## src/rtl/tpvc_fifo.sv

```systemverilog
// ----------------------------------------------------------------------------
// tpvc_fifo
// Short show-ahead queue that decouples the front and back parts.
// ----------------------------------------------------------------------------
module tpvc_fifo #(
    parameter int WIDTH = 8,
    parameter int DEPTH = 2
) (
    input  logic             i_clk,
    input  logic             i_rst_n,
    input  logic             i_push,
    input  logic [WIDTH-1:0] i_data,
    input  logic             i_pop,
    output logic [WIDTH-1:0] o_data,
    output logic             o_valid,
    output logic             o_full
);

    localparam int PW = (DEPTH > 1) ? $clog2(DEPTH) : 1;
    localparam int CW = $clog2(DEPTH + 1);

    logic [WIDTH-1:0] r_mem [DEPTH];
    logic [PW-1:0]    r_wptr, r_rptr;
    logic [CW-1:0]    r_count;

    // Store a request on push
    always_ff @(posedge i_clk) begin
        if (i_push) begin
            r_mem[r_wptr] <= i_data;
        end
    end

    // Advance pointers and count
    always_ff @(posedge i_clk) begin
        if (!i_rst_n) begin
            r_wptr  <= '0;
            r_rptr  <= '0;
            r_count <= '0;
        end else begin
            if (i_push) begin
                r_wptr <= (32'(r_wptr) == DEPTH - 1) ? '0 : r_wptr + 1'b1;
            end
            if (i_pop) begin
                r_rptr <= (32'(r_rptr) == DEPTH - 1) ? '0 : r_rptr + 1'b1;
            end
            if (i_push && !i_pop) begin
                r_count <= r_count + 1'b1;
            end else if (!i_push && i_pop) begin
                r_count <= r_count - 1'b1;
            end
        end
    end

    assign o_data  = r_mem[r_rptr];
    assign o_valid = (r_count != '0);
    assign o_full  = (32'(r_count) == DEPTH);

endmodule

```

## config.mk

```make
export PLATFORM = sky130hd
export DESIGN_NAME = tpvc_fifo
export DESIGN_NICKNAME = d
export VERILOG_FILES = /design/src/rtl/tpvc_fifo.sv
export SDC_FILE = /design/constraint.sdc
export NUM_CORES = 1
export LEC_CHECK = 0
export ABC_CLOCK_PERIOD_IN_PS = 1290
export BUFFER_PORTS_ARGS = -buffer_cell sky130_fd_sc_hd__buf_2
export CORE_MARGIN = 2
export CORE_UTILIZATION = 35
export CTS_BUF_LIST = sky130_fd_sc_hd__clkbuf_16
export CTS_CLUSTER_DIAMETER = 150
export CTS_CLUSTER_SIZE = 28
export DETAILED_ROUTE_END_ITERATION = 8
export PLACE_DENSITY = 0.65
export SYNTH_ARGS = -nofsm -noshare
export SYNTH_HDL_FRONTEND = slang
export SYNTH_SLANG_ARGS = --single-unit
export TNS_END_PERCENT = 30
```

## constraint.sdc

```tcl
create_clock -name i_clk -period 1.29 [get_ports i_clk]
set_input_delay 0.1935 -clock i_clk [delete_from_list [all_inputs] [get_ports i_clk]]
set_output_delay 0.1935 -clock i_clk [all_outputs]
set_load 0.02 [all_outputs]
```

## Word-level counts from Yosys, hierarchy flattened

Memory sizes are Yosys's and may differ from the RTL's. A register that Yosys moved wholly into a read port is not among the register bits.
Cells that the tools add are included.

| word-level totals | value |
|---|---|
| flip-flop bits (word level) | 4 |
| RAM bits | 16 |
| input port bits | 12 |
| logic and storage cells | 23 |
| memories | 1 |

| cells by class | value |
|---|---|
| $add $sub $neg | 4 |
| equal/unequal tests | 1 |
| multiplexer cells | 8 |
| reductions and logical operators | 6 |

Memory list:

| name | words | width | read ports | clocked after Yosys merged registers in | wr ports | RTL line | source |
|---|---|---|---|---|---|---|---|
| r_mem | 2 | 8 | 1 | 1 | 1 | 22 | `logic [WIDTH-1:0] r_mem [DEPTH];` |

Operators by type and width:

| kind | number |
|---|---|
| 2-to-1 mux 1 bit | 6 |
| 2-to-1 mux 2 bit | 2 |
| nonzero test 2 bit | 2 |
| adder 1 bit (second input constant) | 2 |
| adder 2 x 1 -> 2 bit (second input constant) | 1 |
| equality test 2 bit (second input constant) | 1 |
| logical AND 1 bit | 2 |
| logical NOT 1 bit | 2 |
| subtractor 2 x 1 -> 2 bit (second input constant) | 1 |

## Depth between registers and ports, before layout

| logic depth | value |
|---|---|
| depth after elaboration | 4 |
| depth in mapped cells | 5 |

## Worst setup path after synthesis

No wires, ideal clock.

| timing | value |
|---|---|
| kind | register to register |
| start point | register r_wptr |
| end point | memory r_mem[0][0], enable pin |
| library setup time | 375 ps |
| arrival time | 730 ps |
| required time | 915 ps |
| slack | 186 ps |
| cell stages (with the launch flop) | 2 |
| buffers on the path | 0 |
| period minus slack after synthesis | 1,104 ps |
| path through | dfxtp_1 nor2b_1 |

RTL lines:

| item | RTL line | source |
|---|---|---|
| start, declared | 23 | `logic [PW-1:0] r_wptr, r_rptr;` |
| start signal, assigned | 41 | `r_wptr <= (32'(r_wptr) == DEPTH - 1) ? '0 : r_wptr + 1'b1;` |
| end, declared | 22 |  |

Straight into the memory's write port.

==> metrics.log <==
[metrics] setup repair after global routing missed its margin: true
[metrics] shortest period the worst path allows: 1.35 ns
[metrics] share of layout cells above drive strength 1: 0.507
[metrics] Leakage Power: 0.469 nW
[metrics] count of endpoints failing hold in the final timing report: 0
[metrics] Synth Warn #: 0
[metrics] Initial Util: 0.364
[metrics] share of the clock period used by the worst path after layout: 1.04
[metrics] area added between synthesis and finish: 40.5%
[metrics] net count after synthesis: 60
[metrics] run status: complete, but fails checks
[metrics] post-CTS clock slew at the launch and capture registers of the worst setup and hold paths: 0.05 ns
[metrics] clock sink count: 21
[metrics] via count of the first global-routing pass: 458
[metrics] actual transition at the worst max-transition pin: 0.389 ns
[metrics] Die W: 51.7 um
[metrics] pin count of the biggest net entering global routing: 12
[metrics] register-to-register path setup slack: 0.21 ns
[metrics] Hold EP: r_mem[1][0]
[metrics] routed wire length: 1210 um
[metrics] wire length of the first global-routing pass: 1990 um
[metrics] Max FO, Critical Path: 8
[metrics] Final Setup Violations: 8
[metrics] Initial DRC Count: 3
[metrics] WS Path Type: reg -> out
[metrics] achievable clock frequency: 742 MHz
[metrics] maximum buffer depth of the clock tree: 2
[metrics] share of synthesized area occupied by flip-flops and latches: 0.728
[metrics] Min-Delay Startpoint: i_data[0]
[metrics] Die Y-Extent: 51.7 um
[metrics] Routed WL per cell: 12.0 um
[metrics] final core utilization: 0.511
[metrics] global-route congestion overflow total: 0
[metrics] antenna violations before repair: 0
[metrics] number of max-cap violations: 0
[metrics] number of cells on the worst hold path: 1
[metrics] diode count: 0
[metrics] post-detail-place hpwl: 859 um
[metrics] number of rows in the core area: 17
[metrics] via total after detailed routing: 464
[metrics] power per cell area: 1520 nW/um2
[metrics] Final ANT Viol Nets: 0
[metrics] gr usage total: 0.107
[metrics] worst endpoint required time: 1.10 ns
[metrics] worst-skew pair later-pin latency: 0.25 ns
[metrics] synthesis-stage register bit count: 21
[metrics] first-pass detailed-route iteration total: 2
[metrics] sort of element at the end of the critical path: output port
[metrics] cell area after synthesis: 797 um2
[metrics] count of distinct cell types in the synthesized netlist: 16
[metrics] Max-slew headroom: 0.741
[metrics] depth of the worst register-to-register path: 3
[metrics] data arrival time of the critical path: 1.15 ns
[metrics] Max Slew Vio Count: 0
[metrics] detailed-route vias per instance: 4.59
[metrics] Post-Syn Area per Cell: 17.0 um2
[metrics] total CTS buffers: 3
[metrics] number of nets in the finished design: 87
[metrics] Worst setup SP type: flip-flop
[metrics] class of the tightest hold or removal check: in -> reg
[metrics] number of cells produced by synthesis: 47
[metrics] worst hold slack: 0.134 ns
[metrics] violated checks: setup timing
[metrics] final setup skew: 0.00226 ns
[metrics] Buffers on Ports: 21
[metrics] CTS H-tree depth: 1
[metrics] origin of the critical flop-to-flop path: r_count[0]
[metrics] CTS Hold Buffers Added: 0
[metrics] smallest setup slack after layout: -0.0572 ns
[metrics] I/O Pins: 22
[metrics] CTS tree: built
[metrics] clk root buf: sky130_fd_sc_hd__clkbuf_16
[metrics] DRC errors left: 0
[metrics] setup total negative slack: -0.421 ns
[metrics] capture instance of the worst register-to-register path: r_count[1]
[metrics] worst ir drop on vdd: 1.18 mV
[metrics] die area: 2670 um2
[metrics] GPL Wtd Cong: 0.638
[metrics] core region area: 2190 um2
## cell usage in the layout, fill, tap and decap left out, drive strengths merged
master and count:
xnor2 1, ha 1, or2 1, clkbuf 3, and2b 1, dfxtp 5
and2 4, inv 2, or3 1, mux2 8, edfxtp 16, xor2 2
o21ai 1, a21boi 1, buf 23, o21a 1, nor2b 2
## power breakdown
group	leakage [nW]	internal, mW	switching (mW)
clock network	0.0423	0.412	0.207
registers	0.192	0.776	0.0209
logic	0.235	0.156	0.128
## cell families (layout without fill, tap and decap cells)
logic type	after synthesis	after routing	synth area share
fa+ha+maj	1	1	0.0157
simple gates	9	9	0.0738
mux	8	8	0.113
buf+inv	2	28	0.0110
xor+xnor	3	3	0.0330
compound gates	3	3	0.0251
flops	21	21	0.728
## stage by stage
stage / std cells / setup WS, ns / power (mW) / area, um2
2_1_floorplan: 47 / 0.186 / 0.950 / 797
3_3_place_gp: 97 / 0.115 / 1.03 / 960
3_5_place_dp: 97 / 0.0596 / 1.04 / 960
4_1_cts: 101 / -0.0647 / 1.72 / 1120
5_1_grt: 101 / -0.0852 / 1.78 / 1120
6_report: 101 / -0.0572 / 1.70 / 1120
## state kept, by name (all words and copies together) (netlist names), named ones only
register,cells
r_rptr,1
r_mem,16
r_count,2
r_wptr,1
## Yosys cell counts (all sizes together)
cell / count / area (um2)
xor2: 2 / 17.5
inv: 1 / 3.75
dfxtp: 5 / 100
o21ai: 1 / 5.00
xnor2: 1 / 8.76
a21boi: 1 / 7.51
o21a: 1 / 7.51
nor2b: 2 / 12.5
mux2: 8 / 90.1
edfxtp: 16 / 480
and2b: 1 / 8.76
buf: 1 / 5.00
or3: 1 / 6.26
and2: 4 / 25.0
or2: 1 / 6.26
ha: 1 / 12.5
## final cells by class
type | instances | area [um2]
inverter | 1 | 3.75
clock buffer | 3 | 75.1
sequential | 21 | 582
timing repair buffer | 23 | 183
multi-input combinational | 24 | 238
fill | 187 | 1070
tap | 28 | 35.0
clock inverter | 1 | 3.75
## worst max path at each step
stage	from	end	slack, ns	depth (start not counted)
global placement	i_push	r_count[1]	0.12	4
global route	flip-flop	o_data[4]	-0.09	3
detailed placement	i_push	r_count[1]	0.06	4
floorplan	r_wptr	r_mem[0][0]	0.19	1
CTS	flip-flop	o_data[6]	-0.06	3
finish	flip-flop	o_data[6]	-0.06	3
## critical path, stage by stage, from the launching register on
cell,delay [ns]
sky130_fd_sc_hd__dfxtp_2,0.33
sky130_fd_sc_hd__buf_12,0.13
sky130_fd_sc_hd__mux2_4,0.31
sky130_fd_sc_hd__buf_6,0.13
## per-layer routing
metal | global-route usage | wire, um
met5 | 0 | 0
met4 | 0.0395 | 8
met3 | 0.0460 | 102
met2 | 0.192 | 616
met1 | 0.108 | 483
## repair_timing
item | in CTS | in global routing
setup endpoints to repair | 8 | 8
setup buffers | 0 | 0
gates resized for setup | 25 | 0
Power figures use the tool's default switching activity.
