### src/rtl/tpvc_pkg.sv
// ----------------------------------------------------------------------------
// tpvc_pkg
// Shared types, register indexes and helpers of the parallax view culler.
// ----------------------------------------------------------------------------
package tpvc_pkg;

    // Register index, taken from paddr[4:2]
    localparam logic [2:0] REG_TILE_W  = 3'd0;
    localparam logic [2:0] REG_TILE_H  = 3'd1;
    localparam logic [2:0] REG_VIEW_W  = 3'd2;
    localparam logic [2:0] REG_VIEW_H  = 3'd3;
    localparam logic [2:0] REG_PAR_X   = 3'd4;
    localparam logic [2:0] REG_PAR_Y   = 3'd5;
    localparam logic [2:0] REG_DEPTH   = 3'd6;

    localparam logic KIND_WRITE  = 1'b0;
    localparam logic KIND_RENDER = 1'b1;

    // Map index width that covers the largest map dimension
    localparam int IDX_W = 10;
    // Quotient width of the range division
    localparam int QUO_W = 18;

    localparam logic signed [19:0] SCR_MAX = 20'sd131071;
    localparam logic signed [19:0] SCR_MIN = -20'sd131072;

    typedef struct packed {
        logic [6:0]  tile_width;
        logic [6:0]  tile_height;
        logic [11:0] viewport_width;
        logic [11:0] viewport_height;
        logic [16:0] parallax_x;
        logic [16:0] parallax_y;
        logic [7:0]  layer_depth;
    } t_cfg;

    // Treat a zero tile size as one pixel
    function automatic logic [6:0] eff_tile(input logic [6:0] t);
        eff_tile = (t == 7'd0) ? 7'd1 : t;
    endfunction

    // Tile index times tile size minus offset, saturated to 18 bits signed
    function automatic logic signed [17:0] screen_pos(
        input logic [IDX_W-1:0] idx,
        input logic [6:0]       tile,
        input logic [16:0]      offs
    );
        logic [16:0]        prod;
        logic signed [19:0] v;
        prod = 17'(idx * eff_tile(tile));
        v    = $signed({3'b000, prod}) - $signed({3'b000, offs});
        if (v > SCR_MAX) begin
            screen_pos = 18'(SCR_MAX);
        end else if (v < SCR_MIN) begin
            screen_pos = 18'(SCR_MIN);
        end else begin
            screen_pos = v[17:0];
        end
    endfunction

endpackage

### src/rtl/tpvc_front.sv
// ----------------------------------------------------------------------------
// tpvc_front
// Accepts requests, scales the viewport by the parallax factor and divides
// the covered span by the tile size to get the column and row ranges.
// ----------------------------------------------------------------------------
module tpvc_front #(
    parameter int MAP_COLS = 128,
    parameter int MAP_ROWS = 128
) (
    input  logic                 i_clk,
    input  logic                 i_rst_n,
    input  logic                 start,
    output logic                 busy,
    input  logic                 i_kind,
    input  logic [6:0]           i_tile_row,
    input  logic [6:0]           i_tile_col,
    input  logic [15:0]          i_tile_texture,
    input  logic [15:0]          i_viewport_x,
    input  logic [15:0]          i_viewport_y,
    input  tpvc_pkg::t_cfg       i_cfg,
    input  logic                 i_q_full,
    output logic                 o_push,
    output logic                 o_kind,
    output logic [$clog2(MAP_ROWS*MAP_COLS)-1:0] o_addr,
    output logic [15:0]          o_data,
    output logic [((MAP_COLS > 1) ? $clog2(MAP_COLS) : 1)-1:0] o_sc,
    output logic [((MAP_COLS > 1) ? $clog2(MAP_COLS) : 1)-1:0] o_ec,
    output logic [((MAP_ROWS > 1) ? $clog2(MAP_ROWS) : 1)-1:0] o_sr,
    output logic [((MAP_ROWS > 1) ? $clog2(MAP_ROWS) : 1)-1:0] o_er,
    output logic [16:0]          o_ox,
    output logic [16:0]          o_oy
);

    localparam int AW = $clog2(MAP_ROWS * MAP_COLS);
    localparam int CW = (MAP_COLS > 1) ? $clog2(MAP_COLS) : 1;
    localparam int RW = (MAP_ROWS > 1) ? $clog2(MAP_ROWS) : 1;
    localparam int QW = tpvc_pkg::QUO_W;

    typedef enum logic [4:0] {
        S_IDLE = 5'b00001,
        S_MUL  = 5'b00010,
        S_DIV  = 5'b00100,
        S_FIN  = 5'b01000,
        S_PUSH = 5'b10000
    } t_state;

    t_state          r_state, n_state;
    logic            r_kind;
    logic [AW-1:0]   r_addr;
    logic [15:0]     r_data;
    logic [15:0]     r_vx, r_vy;
    logic [16:0]     r_ox, r_oy;
    logic [QW-1:0]   r_num [4];
    logic [6:0]      r_rem [4];
    logic [4:0]      r_cnt;
    logic [CW-1:0]   r_sc, r_ec;
    logic [RW-1:0]   r_sr, r_er;

    logic [32:0]     prod_x, prod_y;
    logic [6:0]      div_t [4];
    logic [7:0]      trial [4];
    logic            fit [4];
    logic            in_map;
    logic [31:0]     ec32, er32;
    logic            empty;

    // Scale viewport position by the parallax factor
    assign prod_x = 33'(r_vx * i_cfg.parallax_x);
    assign prod_y = 33'(r_vy * i_cfg.parallax_y);

    assign in_map = (32'(i_tile_row) < MAP_ROWS) && (32'(i_tile_col) < MAP_COLS);

    // One restoring division step in each of the four lanes
    always_comb begin
        div_t[0] = tpvc_pkg::eff_tile(i_cfg.tile_width);
        div_t[1] = tpvc_pkg::eff_tile(i_cfg.tile_width);
        div_t[2] = tpvc_pkg::eff_tile(i_cfg.tile_height);
        div_t[3] = tpvc_pkg::eff_tile(i_cfg.tile_height);
        for (int i = 0; i < 4; i++) begin
            trial[i] = {r_rem[i], r_num[i][QW-1]};
            fit[i]   = (trial[i] >= {1'b0, div_t[i]});
        end
    end

    // Clamp the end indexes to the map and detect an empty span
    always_comb begin
        ec32  = (32'(r_num[1]) >= MAP_COLS) ? 32'(MAP_COLS - 1) : 32'(r_num[1]);
        er32  = (32'(r_num[3]) >= MAP_ROWS) ? 32'(MAP_ROWS - 1) : 32'(r_num[3]);
        empty = (32'(r_num[0]) > ec32) || (32'(r_num[2]) > er32);
    end

    // Sequence one request
    always_comb begin
        n_state = r_state;
        unique case (r_state)
            S_IDLE: begin
                if (start) begin
                    if (i_kind == tpvc_pkg::KIND_RENDER) begin
                        n_state = S_MUL;
                    end else if (in_map) begin
                        n_state = S_PUSH;
                    end
                end
            end
            S_MUL:  n_state = S_DIV;
            S_DIV: begin
                if (r_cnt == 5'(QW - 1)) begin
                    n_state = S_FIN;
                end
            end
            S_FIN:  n_state = empty ? S_IDLE : S_PUSH;
            S_PUSH: begin
                if (!i_q_full) begin
                    n_state = S_IDLE;
                end
            end
            default: n_state = S_IDLE;
        endcase
    end

    always_ff @(posedge i_clk) begin
        if (!i_rst_n) begin
            r_state <= S_IDLE;
        end else begin
            r_state <= n_state;
        end
    end

    // Capture the request and run the datapath
    always_ff @(posedge i_clk) begin
        if (r_state == S_IDLE && start) begin
            r_kind <= i_kind;
            r_addr <= AW'(32'(i_tile_row) * MAP_COLS + 32'(i_tile_col));
            r_data <= i_tile_texture;
            r_vx   <= i_viewport_x;
            r_vy   <= i_viewport_y;
        end
        if (r_state == S_MUL) begin
            r_ox     <= prod_x[32:16];
            r_oy     <= prod_y[32:16];
            r_num[0] <= {1'b0, prod_x[32:16]};
            r_num[1] <= {1'b0, prod_x[32:16]} + QW'(i_cfg.viewport_width);
            r_num[2] <= {1'b0, prod_y[32:16]};
            r_num[3] <= {1'b0, prod_y[32:16]} + QW'(i_cfg.viewport_height);
            for (int i = 0; i < 4; i++) begin
                r_rem[i] <= '0;
            end
            r_cnt <= '0;
        end
        if (r_state == S_DIV) begin
            for (int i = 0; i < 4; i++) begin
                r_rem[i] <= fit[i] ? 7'(trial[i] - {1'b0, div_t[i]}) : trial[i][6:0];
                r_num[i] <= {r_num[i][QW-2:0], fit[i]};
            end
            r_cnt <= r_cnt + 1'b1;
        end
        if (r_state == S_FIN) begin
            r_sc <= CW'(r_num[0]);
            r_ec <= CW'(ec32);
            r_sr <= RW'(r_num[2]);
            r_er <= RW'(er32);
        end
    end

    assign busy   = (r_state != S_IDLE);
    assign o_push = (r_state == S_PUSH) && !i_q_full;
    assign o_kind = r_kind;
    assign o_addr = r_addr;
    assign o_data = r_data;
    assign o_sc   = r_sc;
    assign o_ec   = r_ec;
    assign o_sr   = r_sr;
    assign o_er   = r_er;
    assign o_ox   = r_ox;
    assign o_oy   = r_oy;

endmodule

### config.mk
export PLATFORM = sky130hd
export DESIGN_NAME = tpvc_front
export DESIGN_NICKNAME = d
export VERILOG_FILES = /design/src/rtl/tpvc_pkg.sv /design/src/rtl/tpvc_front.sv
export SDC_FILE = /design/constraint.sdc
export NUM_CORES = 2
export LEC_CHECK = 0
export BUFFER_PORTS_ARGS = -buffer_cell sky130_fd_sc_hd__buf_2
export CAP_MARGIN = 25
export CORE_MARGIN = 2
export CORE_UTILIZATION = 35
export CTS_BUF_LIST = sky130_fd_sc_hd__clkbuf_8 sky130_fd_sc_hd__clkbuf_16
export DETAILED_ROUTE_END_ITERATION = 8
export HOLD_SLACK_MARGIN = 0.03
export PLACE_DENSITY_LB_ADDON = 0.15
export SLEW_MARGIN = 0
export SYNTH_ARGS = -nofsm -noshare
export SYNTH_HDL_FRONTEND = slang
export SYNTH_SLANG_ARGS = --single-unit
### constraint.sdc
create_clock -name i_clk -period 12.6 [get_ports i_clk]
set_input_delay 2.52 -clock i_clk [delete_from_list [all_inputs] [get_ports i_clk]]
set_output_delay 2.52 -clock i_clk [all_outputs]
set_load 0.005 [all_outputs]
### Yosys cells after proc, flatten, opt, wreduce, memory -nomap -nowiden

Memories as Yosys holds them, arrays and structs flattened.
Cells that the tools add are included.
Widths: inputs -> output; s select.

* $add $sub $neg: 8
* multiply operators: 2
* div/mod/pow operators: 0
* magnitude comparators: 8
* equal/unequal tests: 10
* shift operators: 0
* mux-type cells: 28
* bitwise gates (word level): 8
* reduce and logical (&&, ||, !) cells: 8

Operator list (number)
* $mux 18: 6
* $mux 7: 10
* $mul 16x17->33: 2
* $add 17x12->18: 2
* $ge 18x8->1 const B: 2
* $gt 18x18->1: 2
* $mux 5: 7
* $ge 8x7->1: 4
* $sub 7x7->7: 4
* $pmux 5 s5: 1
* $add 14x7->14: 1
* $logic_not 7->1: 2
* $eq 5x5->1 const B: 2
* $or 1x1->1: 8
* $ne 2x2->1 const B: 3
* $add 5x1->5 const B: 1
* $eq 5x1->1 const B: 1
* $eq 5x2->1 const B: 1
* $eq 5x3->1 const B: 1
* $eq 5x4->1 const B: 1
* $ne 5x1->1 const B: 1
* $mux 1: 4
* $reduce_and 3->1: 1
* $logic_and 1x1->1: 2
* other kinds (3): 3

* bits in registers: 135
* bits in latches: 0
* bits in writable memories: 100
* ROM bits: 0
* output and inout bits: 95
* memories: 2

Memories
* r_num: words 4, width 18, read ports 4, clocked after memory_dff 0, wr ports 4, RTL line tpvc_front.sv:53 `logic [QW-1:0] r_num [4];`
* r_rem: words 4, width 7, read ports 4, clocked after memory_dff 0, wr ports 4, RTL line tpvc_front.sv:54 `logic [6:0] r_rem [4];`

### Longest topological paths before layout

An unclocked memory read counts as a cell.

* depth in word-level cells: 7
* depth in mapped cells: 36

### Worst setup path after synthesis

No wires, ideal clock.

* kind: in2reg
* start point: input port i_cfg[36] (netlist bit)
* end point: memory r_num[0][31] (netlist bit) (data pin)
* setup time: 0.269 ns
* arrival: 9.747 ns
* data required time: 12.331 ns
* setup slack: 2.584 ns
* stages on the path: 29
* buffers on the path: 1
* cells stage by stage: clkbuf_1 nand2_1 fa_1 fa_1 fa_1 inv_1 fa_1 fa_1 inv_1 fa_1 inv_1 ha_1 a21o_1 a21o_1 a32o_1 or3_1 a21oi_2 xor2_1 inv_1 ha_1 a21o_1 a21oi_1 o21ai_0 o41ai_1 o21ai_0 o41ai_1 nor2b_1 xnor2_1 o21ai_0

RTL lines
* start: declaration: RTL line tpvc_front.sv:20 `input tpvc_pkg::t_cfg i_cfg,`
* end: declaration: RTL line tpvc_front.sv:53

==> summary.txt <==
Timing
  – Final Setup Violations: 0
  – Final Hold Vio Count: 0
  – Worst Max-Slew Pin Slew: between 0.9 and 1 ns
  – Clk_skew: 0.0258 ns
  – Rel. slew slack: 0.337
  – Pins Over Slew Limit: 0
  – Setup_tns: 0 ns
  – Final worst path period share: 0.859
  – Minimum clock period: 10.83 ns
  – Fmax: 0.0924 GHz
  – RSZ-0062 raised after global routing: no

Global route
  – Largest net degree at the start of global routing: 67
  – Total gr overflow: 0
  – First-pass GRT wire length: 123000 um
  – Vias in the first global route: 22200
  – GRT Util Overall: 0.182
  – Initial antenna violation count: 10

Synthesis
  – Yosys reg bits: 235
  – Post-synthesis simple-gate area fraction: 0.159
  – Xor/xnor cell area share of the yosys netlist: 0.0248
  – Register area share after synthesis: 0.243
  – Distinct cells, synth: approximately 70
  – Mux contribution to synthesized area: 0.00572
  – Compound-cell area share of the yosys netlist: 0.0621
  – Post-synthesis adder-cell area fraction: 0.420
  – EDFF count, synth: 230
  – Post-synth ARST share: 0
  – Synthesized area per cell: 9.86 um2
  – Largest family of logic cells by synthesized area: adder cells
  – Yosys warns: 0
  – Synthesized cell area: 0.0289 mm2
  – Synth Instances: 2929
  – Main synth FF type: edfxtp_1

Setup path
  – CP Data Required Time: 12.91 ns
  – Worst reg2reg path depth: 28
  – R2R Setup Slk: 3.12 ns
  – Slowest CP cell: o41ai_1
  – Worst flop-to-flop path startpoint: r_vx[1]
  – Critical Path End Type: register
  – Arr. time, crit path: ~11 ns
  – Highest cell delay on the worst timing path: about 0.6 ns
  – Crit Path Max Fanout: 16
  – CP Launch Type: input port
  – Critical path class: input port to register
  – Reg2reg end: r_num[0][33]
  – Top cell by count, worst path: fa_1

Clock network
  – Clock Path Buffers: 3
  – CTS H-Tree Depth: 1
  – Reg clk slew, reported paths: ~0.06 ns
  – Worst skew pair latency: 0.59 ns
  – Postcts setup bufs: 0
  – Clock Sinks: 235
  – Hold Buf Count CTS: 0
  – CTS Buf Count: 30
  – TritonCTS clock tree: built
  – CTS Root Cell: clkbuf_16
  – Post-CTS sizing: 0

Worst hold path
  – Hold path endpoint: o_sr[2]
  – Hold path depth: 0
  – Hold Crit Start: r_num[0][38]
  – Hold WC Path Type: register to register

Die
  – I/O pins: 242
  – Die width: approximately 290 um
  – Core area: 0.0818 mm2
  – Die Height: 291 um
  – Core Rows: 105
  – Die footprint: 0.0848 mm2
  – Initial Util: 0.353

Placed design
  – HPWL after DPL: between 50000 and 60000 um
  – IO Port Bufs: about 230
  – Final Wtd Congestion: 0.822
  – Placed insts: ~4200

Run status
  – Run status: finished, final reports clean

Final layout
  – # fillers: 8212
  – Fraction of layout cells with a size suffix above 1: 0.107
  – Layout Nets: 3994
  – Non-Filler Instances: roughly 4200
  – Area of the multi-input gates: 0.0195 mm2
  – Area Growth Syn to Fin: 11.3%
  – Post-layout util: 0.393
  – Register Area: 0.00701 mm2

Detailed routing
  – Total Wirelength: 76300 um
  – Drt initial violations: 1061
  – Routed vias/inst: a little under 5
  – DR vias: 20500
  – Total iterations of the first detailed-routing run: 7
  – Detailed-route wire length per cell: 18.1 um
  – # DRC: 0
  – Number of routed nets with antenna violations: 0

Flow run
  – Max Cap Viol: 0
==> synth_stat cells, drive strengths merged (4+ instances only) <==
master / n / area share
inv: 567 / 0.074
fa: 420 / 0.29
nand2: 389 / 0.051
ha: 296 / 0.13
and2: 258 / 0.056
edfxtp: 230 / 0.24
nor2: 132 / 0.017
clkbuf: 91 / 0.012
a21oi: 86 / 0.015
o21ai: 65 / 0.011
xnor2: 47 / 0.015
a21o: 43 / 0.011
xor2: 33 / 0.010
nand3: 25 / 0.0043
nand4: 24 / 0.0052
nor3: 24 / 0.0046
nand2b: 20 / 0.0043
nor2b: 19 / 0.0041
or2: 18 / 0.0039
a211oi: 15 / 0.0039
o21a: 15 / 0.0039
nor4: 10 / 0.0024
mux2i: 9 / 0.0031
or3: 8 / 0.0018
o31ai: 7 / 0.0018
and3: 6 / 0.0013
mux2: 6 / 0.0026
o21bai: 6 / 0.0016
dfxtp: 5 / 0.0035
o211ai: 5 / 0.0013
o41ai: 4 / 0.0012
==> cells in the final DEF, fill, tap and decap left out, drive strengths merged, types with 25 or more instances in the layout <==
master,instances
nand2,389
edfxtp,230
fa,420
a21o,43
ha,296
a21oi,86
nor2,132
xnor2,47
xor2,33
nand3,25
inv,572
buf,243
clkbuf,31
and2,258
o21ai,65
==> logic make-up after synthesis <==
family,Yosys count
and+or+nand+nor,944
adders and majority gates,716
buffers and inverters,661
AOI/OAI and AO/OA,277
DFF,235
xor gates and xnor gates,80
muxes,15
other,1
==> worst max-delay path, delay by kind of cell <==
kind,cells,cell delay (ns)
buffers and inverters,5,0.67
AND/OR/NAND/NOR,3,0.64
adder cells (fa/ha/maj),8,3.67
XOR/XNOR,2,0.63
AO/OA/AOI/OAI,11,2.99
==> layout make-up <==
type | count | share of cell area
inverter | 567 | 0.0662
multi-input combinational | 2054 | 0.606
clock inverter | 20 | 0.00475
tap | 1070 | 0.0417
antenna | 2 | 0.000156
clock buffer | 31 | 0.0241
timing repair buffer | 243 | 0.0386
sequential | 235 | 0.218
==> worst max-delay path by stage <==
| stage | start | end | slack (ns) | depth (start not counted) |
|---|---|---|---|---|
| finish | i_cfg[36] | r_num[0][33] | 1.77 | 29 |
| global route | i_cfg[36] | r_num[0][33] | 1.31 | 29 |
| CTS | i_cfg[36] | r_num[0][33] | 1.89 | 29 |
| detailed placement | i_cfg[36] | r_num[0][33] | 1.27 | 29 |
| global placement | i_cfg[36] | r_num[0][31] | 1.37 | 29 |
| floorplan | i_cfg[36] | r_num[0][31] | 2.58 | 29 |
==> state kept, by name (all words and copies together) (netlist names), 7 cells and up <==
register / count
o_addr: 14
o_ox: 17
r_vx: 16
o_data: 16
o_sc: 7
r_rem: 28
o_ec: 7
o_er: 7
r_vy: 16
o_oy: 17
r_num: 72
o_sr: 7
==> routing by layer <==
layer  wire [um]  global-route usage  vias to the layer above
met5         101                   0                        -
met4        1380              0.0358                       14
met3        4570              0.0348                      110
met2       33800               0.290                      521
met1       36400               0.258                    10200
li1            -                   -                     9611
==> stage by stage <==
| step | hold slack, ns | area (um2) | setup WS (ns) |
|---|---|---|---|
| finish | 0.494 | 32100 | 1.77 |
| global placement | 0.484 | 31200 | 1.37 |
| CTS | 0.493 | 32100 | 1.89 |
| detailed placement | 0.479 | 31200 | 1.27 |
| floorplan | 0.450 | 28900 | 2.58 |
| global route | 0.506 | 32100 | 1.31 |
Power is not shown: default switching activity piles up to over one toggle a cycle in this logic, so the estimate is an artifact.
